<file path="src/rtl/cts_pkg.sv">
// shared widths, register indexes and request types for the column to span converter
`default_nettype none

package cts_pkg;

    localparam int COL_W     = 12;  // column field and screen_width register
    localparam int HGT_W     = 7;   // screen_height register
    localparam int ROWV_W    = 16;  // incoming row values
    localparam int START_W   = 11;  // stored span start and output columns
    localparam int ROW_OUT_W = 6;   // output row field
    localparam int CFG_IDX_W = 1;
    localparam int CFG_DAT_W = 12;

    localparam logic [CFG_IDX_W-1:0] REG_SCREEN_HEIGHT = 1'b0;
    localparam logic [CFG_IDX_W-1:0] REG_SCREEN_WIDTH  = 1'b1;

    localparam logic [START_W-1:0] START_MAX = '1;

    // span start read request with the fields that ride along to the output
    typedef struct packed {
        logic                 re;
        logic [ROW_OUT_W-1:0] row;
        logic [START_W-1:0]   end_x;
        logic                 last;
    } rd_req_t;

    // span start write request
    typedef struct packed {
        logic                 we;
        logic [ROW_OUT_W-1:0] row;
        logic [START_W-1:0]   data;
    } wr_req_t;

endpackage

`default_nettype wire

</file>
<file path="src/rtl/cts_mem.sv">
// per-row span start store, one read port and one write port, registered read data
`default_nettype none

module cts_mem
    import cts_pkg::*;
#(
    parameter int DEPTH = 64
)
(
    input  wire logic                       clk,
    input  wire logic                       we,
    input  wire logic [$clog2(DEPTH)-1:0]   waddr,
    input  wire logic [START_W-1:0]         wdata,
    input  wire logic                       re,
    input  wire logic [$clog2(DEPTH)-1:0]   raddr,
    output      logic [START_W-1:0]         rdata
);

    logic [START_W-1:0] mem [DEPTH];

    always_ff @(posedge clk)
    begin
        if (we)
        begin
            mem[waddr] <= wdata;
        end
    end

    always_ff @(posedge clk)
    begin
        if (re)
        begin
            rdata <= mem[raddr];
        end
    end

endmodule

`default_nettype wire

</file>
<file path="src/rtl/cts_seq.sv">
// row sequencer: clamps one column and walks the close and open runs
`default_nettype none

module cts_seq
    import cts_pkg::*;
#(
    parameter int ROWS = 64
)
(
    input  wire logic                 clk,
    input  wire logic                 rst_n,
    input  wire logic [HGT_W-1:0]     h_eff,
    input  wire logic [COL_W-1:0]     w_eff,
    input  wire logic                 in_valid,
    output      logic                 in_ready,
    input  wire logic [COL_W-1:0]     column,
    input  wire logic [ROWV_W-1:0]    prev_top,
    input  wire logic [ROWV_W-1:0]    prev_bottom,
    input  wire logic [ROWV_W-1:0]    cur_top,
    input  wire logic [ROWV_W-1:0]    cur_bottom,
    input  wire logic                 issue_ok,
    output      rd_req_t              rd_req,
    output      wr_req_t              wr_req
);

    localparam int ROW_W = $clog2(ROWS);
    localparam int RC_W  = ROW_W + 2;   // holds -1 .. ROWS
    localparam logic signed [RC_W-1:0] ONE_RC = RC_W'(1);

    typedef enum logic [2:0] {ST_IDLE, ST_CLOSE_T, ST_CLOSE_B, ST_OPEN_T, ST_OPEN_B} state_t;

    state_t                   state_reg;
    logic signed [RC_W-1:0]   t1_reg, b1_reg, t2_reg, b2_reg;
    logic [START_W-1:0]       end_x_reg;
    logic [START_W-1:0]       s_reg;

    function automatic logic signed [RC_W-1:0] clamp_row(input logic [ROWV_W-1:0] v,
                                                        input logic [HGT_W-1:0] h);
        logic [ROW_W-1:0] r;
        if (v >= ROWV_W'(h))
        begin
            r = ROW_W'(h - HGT_W'(1));
        end
        else
        begin
            r = v[ROW_W-1:0];
        end
        return $signed({2'b00, r});
    endfunction

    logic [COL_W-1:0]       x_eff;
    logic [COL_W-1:0]       x_m1;
    logic                   cond_ct, cond_cb, cond_ot, cond_ob;
    logic signed [RC_W-1:0] t1_inc, b1_dec;
    logic                   more_after_t, more_after_b;

    assign x_eff = (column > w_eff) ? w_eff : column;
    assign x_m1  = x_eff - COL_W'(1);

    assign t1_inc = t1_reg + ONE_RC;
    assign b1_dec = b1_reg - ONE_RC;

    assign cond_ct = (t1_reg < t2_reg) && (t1_reg <= b1_reg);
    assign cond_cb = (b1_reg > b2_reg) && (b1_reg >= t1_reg);
    assign cond_ot = (t2_reg < t1_reg) && (t2_reg <= b2_reg);
    assign cond_ob = (b2_reg > b1_reg) && (b2_reg >= t2_reg);

    // does another close follow the one issued now
    assign more_after_t = ((t1_inc < t2_reg) && (t1_inc <= b1_reg)) ||
                          ((b1_reg > b2_reg) && (b1_reg >= t1_inc));
    assign more_after_b = (b1_dec > b2_reg) && (b1_dec >= t1_reg);

    assign in_ready = (state_reg == ST_IDLE);

    always_comb
    begin
        rd_req       = '0;
        wr_req       = '0;
        rd_req.end_x = end_x_reg;
        wr_req.data  = s_reg;
        unique case (state_reg)
            ST_CLOSE_T:
            begin
                rd_req.re   = cond_ct && issue_ok;
                rd_req.row  = ROW_OUT_W'(t1_reg[ROW_W-1:0]);
                rd_req.last = !more_after_t;
            end
            ST_CLOSE_B:
            begin
                rd_req.re   = cond_cb && issue_ok;
                rd_req.row  = ROW_OUT_W'(b1_reg[ROW_W-1:0]);
                rd_req.last = !more_after_b;
            end
            ST_OPEN_T:
            begin
                wr_req.we  = cond_ot;
                wr_req.row = ROW_OUT_W'(t2_reg[ROW_W-1:0]);
            end
            ST_OPEN_B:
            begin
                wr_req.we  = cond_ob;
                wr_req.row = ROW_OUT_W'(b2_reg[ROW_W-1:0]);
            end
            default:
            begin
            end
        endcase
    end

    always_ff @(posedge clk or negedge rst_n)
    begin
        if (!rst_n)
        begin
            state_reg <= ST_IDLE;
            t1_reg    <= '0;
            b1_reg    <= '0;
            t2_reg    <= '0;
            b2_reg    <= '0;
            end_x_reg <= '0;
            s_reg     <= '0;
        end
        else
        begin
            unique case (state_reg)
                ST_IDLE:
                begin
                    if (in_valid)
                    begin
                        t1_reg    <= clamp_row(prev_top, h_eff);
                        b1_reg    <= clamp_row(prev_bottom, h_eff);
                        t2_reg    <= clamp_row(cur_top, h_eff);
                        b2_reg    <= clamp_row(cur_bottom, h_eff);
                        end_x_reg <= x_m1[START_W-1:0];
                        s_reg     <= (x_eff > COL_W'(START_MAX)) ? START_MAX
                                                                 : x_eff[START_W-1:0];
                        state_reg <= ST_CLOSE_T;
                    end
                end
                ST_CLOSE_T:
                begin
                    if (!cond_ct)
                    begin
                        state_reg <= ST_CLOSE_B;
                    end
                    else if (issue_ok)
                    begin
                        t1_reg <= t1_inc;
                    end
                end
                ST_CLOSE_B:
                begin
                    if (!cond_cb)
                    begin
                        state_reg <= ST_OPEN_T;
                    end
                    else if (issue_ok)
                    begin
                        b1_reg <= b1_dec;
                    end
                end
                ST_OPEN_T:
                begin
                    if (!cond_ot)
                    begin
                        state_reg <= ST_OPEN_B;
                    end
                    else
                    begin
                        t2_reg <= t2_reg + ONE_RC;
                    end
                end
                ST_OPEN_B:
                begin
                    if (!cond_ob)
                    begin
                        state_reg <= ST_IDLE;
                    end
                    else
                    begin
                        b2_reg <= b2_reg - ONE_RC;
                    end
                end
                default:
                begin
                    state_reg <= ST_IDLE;
                end
            endcase
        end
    end

endmodule

`default_nettype wire

</file>
<file path="src/rtl/column_to_span_converter_top.sv">
// top level: configuration registers, span start store, sequencer and output stage
`default_nettype none

// Turns per-column floor or ceiling coverage into horizontal spans. Each input
// transfer gives a column and the previous and current top/bottom rows; every
// row that loses coverage produces one output transfer (row, start_x, end_x)
// with tlast on the last span of that column, and every row that gains
// coverage records the column as its span start. Rows are handled one per
// cycle through the span start store, which is never read and written in the
// same cycle; closes wait while the holding stage is blocked. An accepted item
// walks its close-top, close-bottom, open-top and open-bottom runs in that order.
// Reads are registered in the store and feed a one-entry holding stage in
// front of the output register. A new item is accepted only after the
// previous one has finished its walk; its spans may still sit in the output
// stage. A span start must be written before it is read; the store is not
// cleared at reset.
module column_to_span_converter_top
    import cts_pkg::*;
#(
    parameter int ROWS      = 64,
    parameter int MAX_WIDTH = 2048
)
(
    input  wire logic                  clk,
    input  wire logic                  rst_n,
    input  wire logic                  s_tvalid,
    output      logic                  s_tready,
    // column[11:0], prev_top[27:12], prev_bottom[43:28], cur_top[59:44], cur_bottom[75:60]
    input  wire logic [79:0]           s_tdata,
    output      logic                  m_tvalid,
    input  wire logic                  m_tready,
    // row[5:0], start_x[16:6], end_x[27:17]
    output      logic [31:0]           m_tdata,
    output      logic                  m_tlast,
    input  wire logic                  cfg_we,
    input  wire logic [CFG_IDX_W-1:0]  cfg_index,
    input  wire logic [CFG_DAT_W-1:0]  cfg_wdata
);

    localparam int ROW_W = $clog2(ROWS);
    localparam logic [HGT_W-1:0] HMAX = HGT_W'(ROWS);
    localparam logic [COL_W-1:0] WMAX = COL_W'(MAX_WIDTH);

    logic [HGT_W-1:0] screen_height_reg;
    logic [COL_W-1:0] screen_width_reg;
    logic [HGT_W-1:0] h_eff;
    logic [COL_W-1:0] w_eff;

    always_ff @(posedge clk or negedge rst_n)
    begin
        if (!rst_n)
        begin
            screen_height_reg <= HGT_W'(64);
            screen_width_reg  <= COL_W'(320);
        end
        else if (cfg_we)
        begin
            unique case (cfg_index)
                REG_SCREEN_HEIGHT: screen_height_reg <= cfg_wdata[HGT_W-1:0];
                REG_SCREEN_WIDTH:  screen_width_reg  <= cfg_wdata[COL_W-1:0];
                default:           screen_width_reg  <= screen_width_reg;
            endcase
        end
    end

    assign h_eff = (screen_height_reg == '0) ? HGT_W'(1) :
                   (screen_height_reg > HMAX) ? HMAX : screen_height_reg;
    assign w_eff = (screen_width_reg == '0) ? COL_W'(1) :
                   (screen_width_reg > WMAX) ? WMAX : screen_width_reg;

    rd_req_t             rd_req;
    wr_req_t             wr_req;
    logic                issue_ok;
    logic [START_W-1:0]  rdata;

    cts_seq #(.ROWS(ROWS)) u_seq (
        .clk         (clk),
        .rst_n       (rst_n),
        .h_eff       (h_eff),
        .w_eff       (w_eff),
        .in_valid    (s_tvalid),
        .in_ready    (s_tready),
        .column      (s_tdata[11:0]),
        .prev_top    (s_tdata[27:12]),
        .prev_bottom (s_tdata[43:28]),
        .cur_top     (s_tdata[59:44]),
        .cur_bottom  (s_tdata[75:60]),
        .issue_ok    (issue_ok),
        .rd_req      (rd_req),
        .wr_req      (wr_req)
    );

    cts_mem #(.DEPTH(ROWS)) u_mem (
        .clk   (clk),
        .we    (wr_req.we),
        .waddr (wr_req.row[ROW_W-1:0]),
        .wdata (wr_req.data),
        .re    (rd_req.re),
        .raddr (rd_req.row[ROW_W-1:0]),
        .rdata (rdata)
    );

    // read in flight: its data sits in the store's read register until the output takes it
    logic                 pend_reg;
    logic [ROW_OUT_W-1:0] pend_row_reg;
    logic [START_W-1:0]   pend_end_reg;
    logic                 pend_last_reg;
    logic                 out_valid_reg;
    logic [31:0]          out_data_reg;
    logic                 out_last_reg;
    logic                 load;
    logic [START_W-1:0]   start_cap;

    assign load     = pend_reg && (!out_valid_reg || m_tready);
    assign issue_ok = !pend_reg || load;

    // saturate the stored start to the last column in use
    assign start_cap = (COL_W'(rdata) >= w_eff) ? START_W'(w_eff - COL_W'(1)) : rdata;

    always_ff @(posedge clk or negedge rst_n)
    begin
        if (!rst_n)
        begin
            pend_reg      <= 1'b0;
            out_valid_reg <= 1'b0;
        end
        else
        begin
            if (rd_req.re)
            begin
                pend_reg <= 1'b1;
            end
            else if (load)
            begin
                pend_reg <= 1'b0;
            end
            if (load)
            begin
                out_valid_reg <= 1'b1;
            end
            else if (m_tready)
            begin
                out_valid_reg <= 1'b0;
            end
        end
    end

    always_ff @(posedge clk)
    begin
        if (rd_req.re)
        begin
            pend_row_reg  <= rd_req.row;
            pend_end_reg  <= rd_req.end_x;
            pend_last_reg <= rd_req.last;
        end
        if (load)
        begin
            out_data_reg <= {4'b0000, pend_end_reg, start_cap, pend_row_reg};
            out_last_reg <= pend_last_reg;
        end
    end

    assign m_tvalid = out_valid_reg;
    assign m_tdata  = out_data_reg;
    assign m_tlast  = out_last_reg;

    // the sequencer uses the store as one port: a read and a write never share a cycle
    assert property (@(posedge clk) disable iff (!rst_n) !(rd_req.re && wr_req.we))
        else $error("span start read and write in the same cycle");

    // a read is only issued when its data has somewhere to go
    assert property (@(posedge clk) disable iff (!rst_n) rd_req.re |-> issue_ok)
        else $error("span start read issued while holding stage is blocked");

    // a blocked pending read keeps its data: no new read may overwrite it
    assert property (@(posedge clk) disable iff (!rst_n)
                     (pend_reg && !load) |=> (pend_reg && $stable(rdata)))
        else $error("pending span start lost");

    // the output only fills from a pending read
    assert property (@(posedge clk) disable iff (!rst_n)
                     (!out_valid_reg && !pend_reg) |=> !out_valid_reg)
        else $error("output valid without a pending read");

endmodule

`default_nettype wire

</file>
<file path="config.mk">
export PLATFORM = sky130hd
export DESIGN_NAME = column_to_span_converter_top
export DESIGN_NICKNAME = d
export VERILOG_FILES = /design/src/rtl/cts_pkg.sv /design/src/rtl/cts_mem.sv /design/src/rtl/cts_seq.sv /design/src/rtl/column_to_span_converter_top.sv
export SDC_FILE = /design/constraint.sdc
export NUM_CORES = 1
export LEC_CHECK = 0
export BUFFER_PORTS_ARGS = -buffer_cell sky130_fd_sc_hd__buf_2
export CORE_AREA = 2 2 292 294
export DETAILED_ROUTE_END_ITERATION = 8
export DIE_AREA = 0 0 294 296
export HOLD_SLACK_MARGIN = 0.08
export PLACE_DENSITY_LB_ADDON = 0.25
export SLEW_MARGIN = 20
export SYNTH_ARGS = -nofsm -noshare
export SYNTH_HDL_FRONTEND = slang
export SYNTH_SLANG_ARGS = --single-unit
</file>
<file path="constraint.sdc">
create_clock -name clk -period 10.5 [get_ports clk]
set_clock_uncertainty 0.15 [all_clocks]
set_input_delay 2.625 -clock clk [delete_from_list [all_inputs] [get_ports clk]]
set_output_delay 2.625 -clock clk [all_outputs]
set_load 0.05 [all_outputs]
</file>
==> impl_metrics.csv <==
group,metric,value,unit
run_status,run_status,"finished, final reports clean",
cells_and_area,drive_above_1_share,0.1169,
worst_hold_path,min-delay-path-class,"flip-flop to flip-flop",
die,chipHeight,296,um
clock_network,cts_hold_buffers,0,
drt,route.antenna.remaining_nets,0,
synth,synth.yosys.warnings,0,
setup_path,critical-path-slowest-cell,"a31oi_1",
cells_and_area,instances_no_fill,4324,
cells_and_area,largest_register_ffs,704,
setup_path,timing.critical_path.to_type,"flip-flop",
clock_network,clkSlewWorstSetupHoldPaths,60,ps
place,dp.final_hpwl,61050,um
clock_network,cts_tree,"yes",
synth,netlist_area,0.03747,mm2
place,buffer_ports.inserted,124,
drt,route.final.wire_length,98180,um
clock_network,root_buffer,"clkbuf_16",
synth,postSynthRegisterBits,840,
drt,wl_per_cell,22.71,um
place,routability_cong,0.8988,
clock_network,cts.repair.resized,0,
sta,timing.fmax,180.0,MHz
grt,gr-usage-all-layers,0.2227,
clock_network,clock_sinks,840,
sta,finalCritPeriodShare,0.5291,
synth,ys_seq_area_frac,0.6628,
setup_path,worstSetupStartpointType,"primary input",
synth,postSynthCellCount,3071,
setup_path,worst_stage_delay_on_the_critical_path,360,ps
die,die_w,294,um
clock_network,cts.repair_timing.setup_buffer_count,0,
clock_network,cts_buffers,88,
die,coreArea,0.08421,mm2
sta,transition_time_at_the_pin_with_the_least_slew_margin,1096,ps
die,floorplan.io_pins,133,
setup_path,worst_ep_arrival_time,5900,ps
sta,fin_setup_tns,0,ps
drt,via_count,24900,
grt,grt_pass1_wl,147000,um
grt,grt_start_max_net_pins,129,
setup_path,worst_setup_path_category,"primary input to flip-flop",
setup_path,cp_top_family,"compound AO/OA/AOI/OAI gates",
synth,yosys.cell_types.count,81,
pwr,pwr_density_cell,299.1,mW/mm2
pwr,irDropWorstVdd,200.1,uV
sta,maxSlewViolCount,0,
synth,synthesized_area_per_cell,12.20,um2
die,initial_utilization,0.4450,
grt,first_global_vias,24040,
pwr,leakage,15.05,nW
sta,rsz0062_at_grt,"false",
die,die_outline_area,0.08702,mm2
drt,drt_iter0_markers,2549,
sta,finalHoldViolations,0,
run,cap_violations,0,
clock_network,h_tree_depth_reported_by_cts,3,
sta,setup_viol,0,
setup_path,cp_num_buf_inv,1,
drt,post_drt_via_cell_ratio,5.759,
place,place.detailed.instances,4158,
grt,overflow,0,
setup_path,required_time_of_the_worst_setup_path,10840,ps
cells_and_area,syn_to_layout_area_delta,11.91,%
synth,ys_dominant_reg_cell,"edfxtp_1",
setup_path,worst-path-max-fanout,8,
cells_and_area,nNetsFinal,3380,
synth,synth_enable_flop_cells,762,
sta,timing.max_slew.rel_slack,0.2664,
die,placement_rows,107,
drt,drt-pass1-iter-count,6,
synth,postSynth.asyncResetShare,0.09286,
grt,antenna_found_initial,0,
clock_network,clock_tree.buffer_depth,3,
setup_path,r2r_setup_slack,5150,ps
setup_path,crit_chain,"buf_2 -> ha_1 -> a21o_1 -> a221o_1 -> a221o_1 -> o22a_1 -> a31oi_1 -> ha_1 -> nand2_1 -> nor2_1 -> nor4b_1 -> a21oi_1 -> xnor2_1 -> o21ai_0",
clock_network,insertion_delay,650,ps
sta,final.min_clock_period,5555,ps
drt,drt_drc_violations_left,0,
synth_stat cells, types with 24 or more instances:
cell	number	area share
edfxtp_1	762	0.61
nand3_1	282	0.038
nor2_1	146	0.015
ha_1	122	0.041
o21ai_0	63	0.0084
nand2_1	719	0.072
a32o_1	24	0.0064
buf_2	59	0.0079
nor3_1	24	0.0032
mux2i_1	89	0.024
inv_1	59	0.0059
dfrtp_1	75	0.050
mux2_2	30	0.0090
a21oi_1	62	0.0083
a31oi_1	78	0.013
clkbuf_1	72	0.0072
and3_1	72	0.012
logic make-up after synthesis:
family,count (synthesis),share of synthesized area
xor+xnor,30,0.007011
buf+inv,230,0.02724
mux,120,0.03309
fa+ha+maj,122,0.04073
other cells,1,0.0001001
flops,840,0.6628
compound gates,389,0.07232
simple gates,1339,0.1567
layer usage:
metal | vias to the layer above | track usage | wire length, um
li1 | 11500 | - | -
met1 | 12250 | 0.3104 | 41740
met2 | 1025 | 0.3657 | 47050
met3 | 127 | 0.02908 | 7132
met4 | 0 | 0.06670 | 2264
met5 | - | 0 | 0
placed cells by master (no fill, tap or decap), types with 7 or more instances in the layout:
master and count:
a21o_1 12, a21oi_1 62, a221o_1 13, a221oi_1 23, a31oi_1 78, a32o_1 24, a32oi_1 22, and2_1 7
and3_1 72, buf_2 123, buf_4 37, bufinv_16 7, clkbuf_1 19, clkbuf_16 89, clkinv_1 19, clkinv_2 19
dfrtp_1 64, dfrtp_2 11, edfxtp_1 762, ha_1 122, inv_1 59, mux2_2 30, mux2i_1 89, nand2_1 719
nand2b_1 9, nand3_1 282, nand4_1 14, nor2_1 123, nor2_2 23, nor2b_1 23, nor3_1 24, nor4_1 13
o211ai_1 8, o21a_1 11, o21ai_0 63, o22ai_1 18, xnor2_1 23, xor2_1 7
worst register-to-register path, cell delays in order, from the launching register on:
cell and delay, ps:
dfrtp_1 560, nor4bb_1 510, a31oi_4 40, buf_4 350, inv_8 740, buf_4 920
buf_4 760, nand2_1 170, and3_1 190, a31oi_1 190, a32oi_1 170, nand3_1 190
a221o_1 240
final cells by class:
type,count,area [um2]
antenna,1,2.502
clock buffer,111,2340
clock inverter,52,478.0
fill,7160,42270
inverter,64,252.7
multi-input combinational,2004,11720
sequential,840,24850
tap,1090,1364
timing repair buffer,162,933.4
where the power goes:
group          internal, W  switching [W]  total [W]
Sequential         0.00429       0.000212    0.00450
Clock              0.00175        0.00125    0.00301
Combinational      0.00155        0.00349    0.00504
Total              0.00759        0.00495     0.0125
path summary, 6_finish.rpt:
path / from / endpoint / depth (start not counted)
max in group asynchronous: rst_n / u_seq.s_reg[8]$_DFFE_PN0P_ / 2
worst max-delay path: s_tdata[5] / u_seq.end_x_reg[10]$_DFFE_PN0P_ / 14
worst max register to register: u_seq.b1_reg[1]$_DFFE_PN0P_ / u_mem.rdata[8]$_DFFE_PP_ / 12
worst min-delay path: pend_row_reg[0]$_DFFE_PP_ / m_tdata[0]$_DFFE_PP_ / 0
min in group asynchronous: rst_n / u_seq.b1_reg[3]$_DFFE_PN0P_ / 1
worst min register to register: pend_row_reg[0]$_DFFE_PP_ / m_tdata[0]$_DFFE_PP_ / 0
metrics by stage:
stage | hold WS (ps) | setup WS (ps) | util | instance area, um2 | total power (W)
finish | 268.4 | 4945 | 0.4980 | 41940 | 0.01254
global route | 276.4 | 4693 | 0.4980 | 41940 | 0.01322
CTS | 269.4 | 4901 | 0.4971 | 41860 | 0.01254
detailed placement | 255.2 | 4251 | 0.4636 | 39040 | 0.009521
global placement | 251.6 | 4268 | 0.4634 | 39020 | 0.009381
floorplan | 250.3 | 4711 | - | 37490 | 0.007874
No activity file was read; power rests on OpenSTA's default activity.
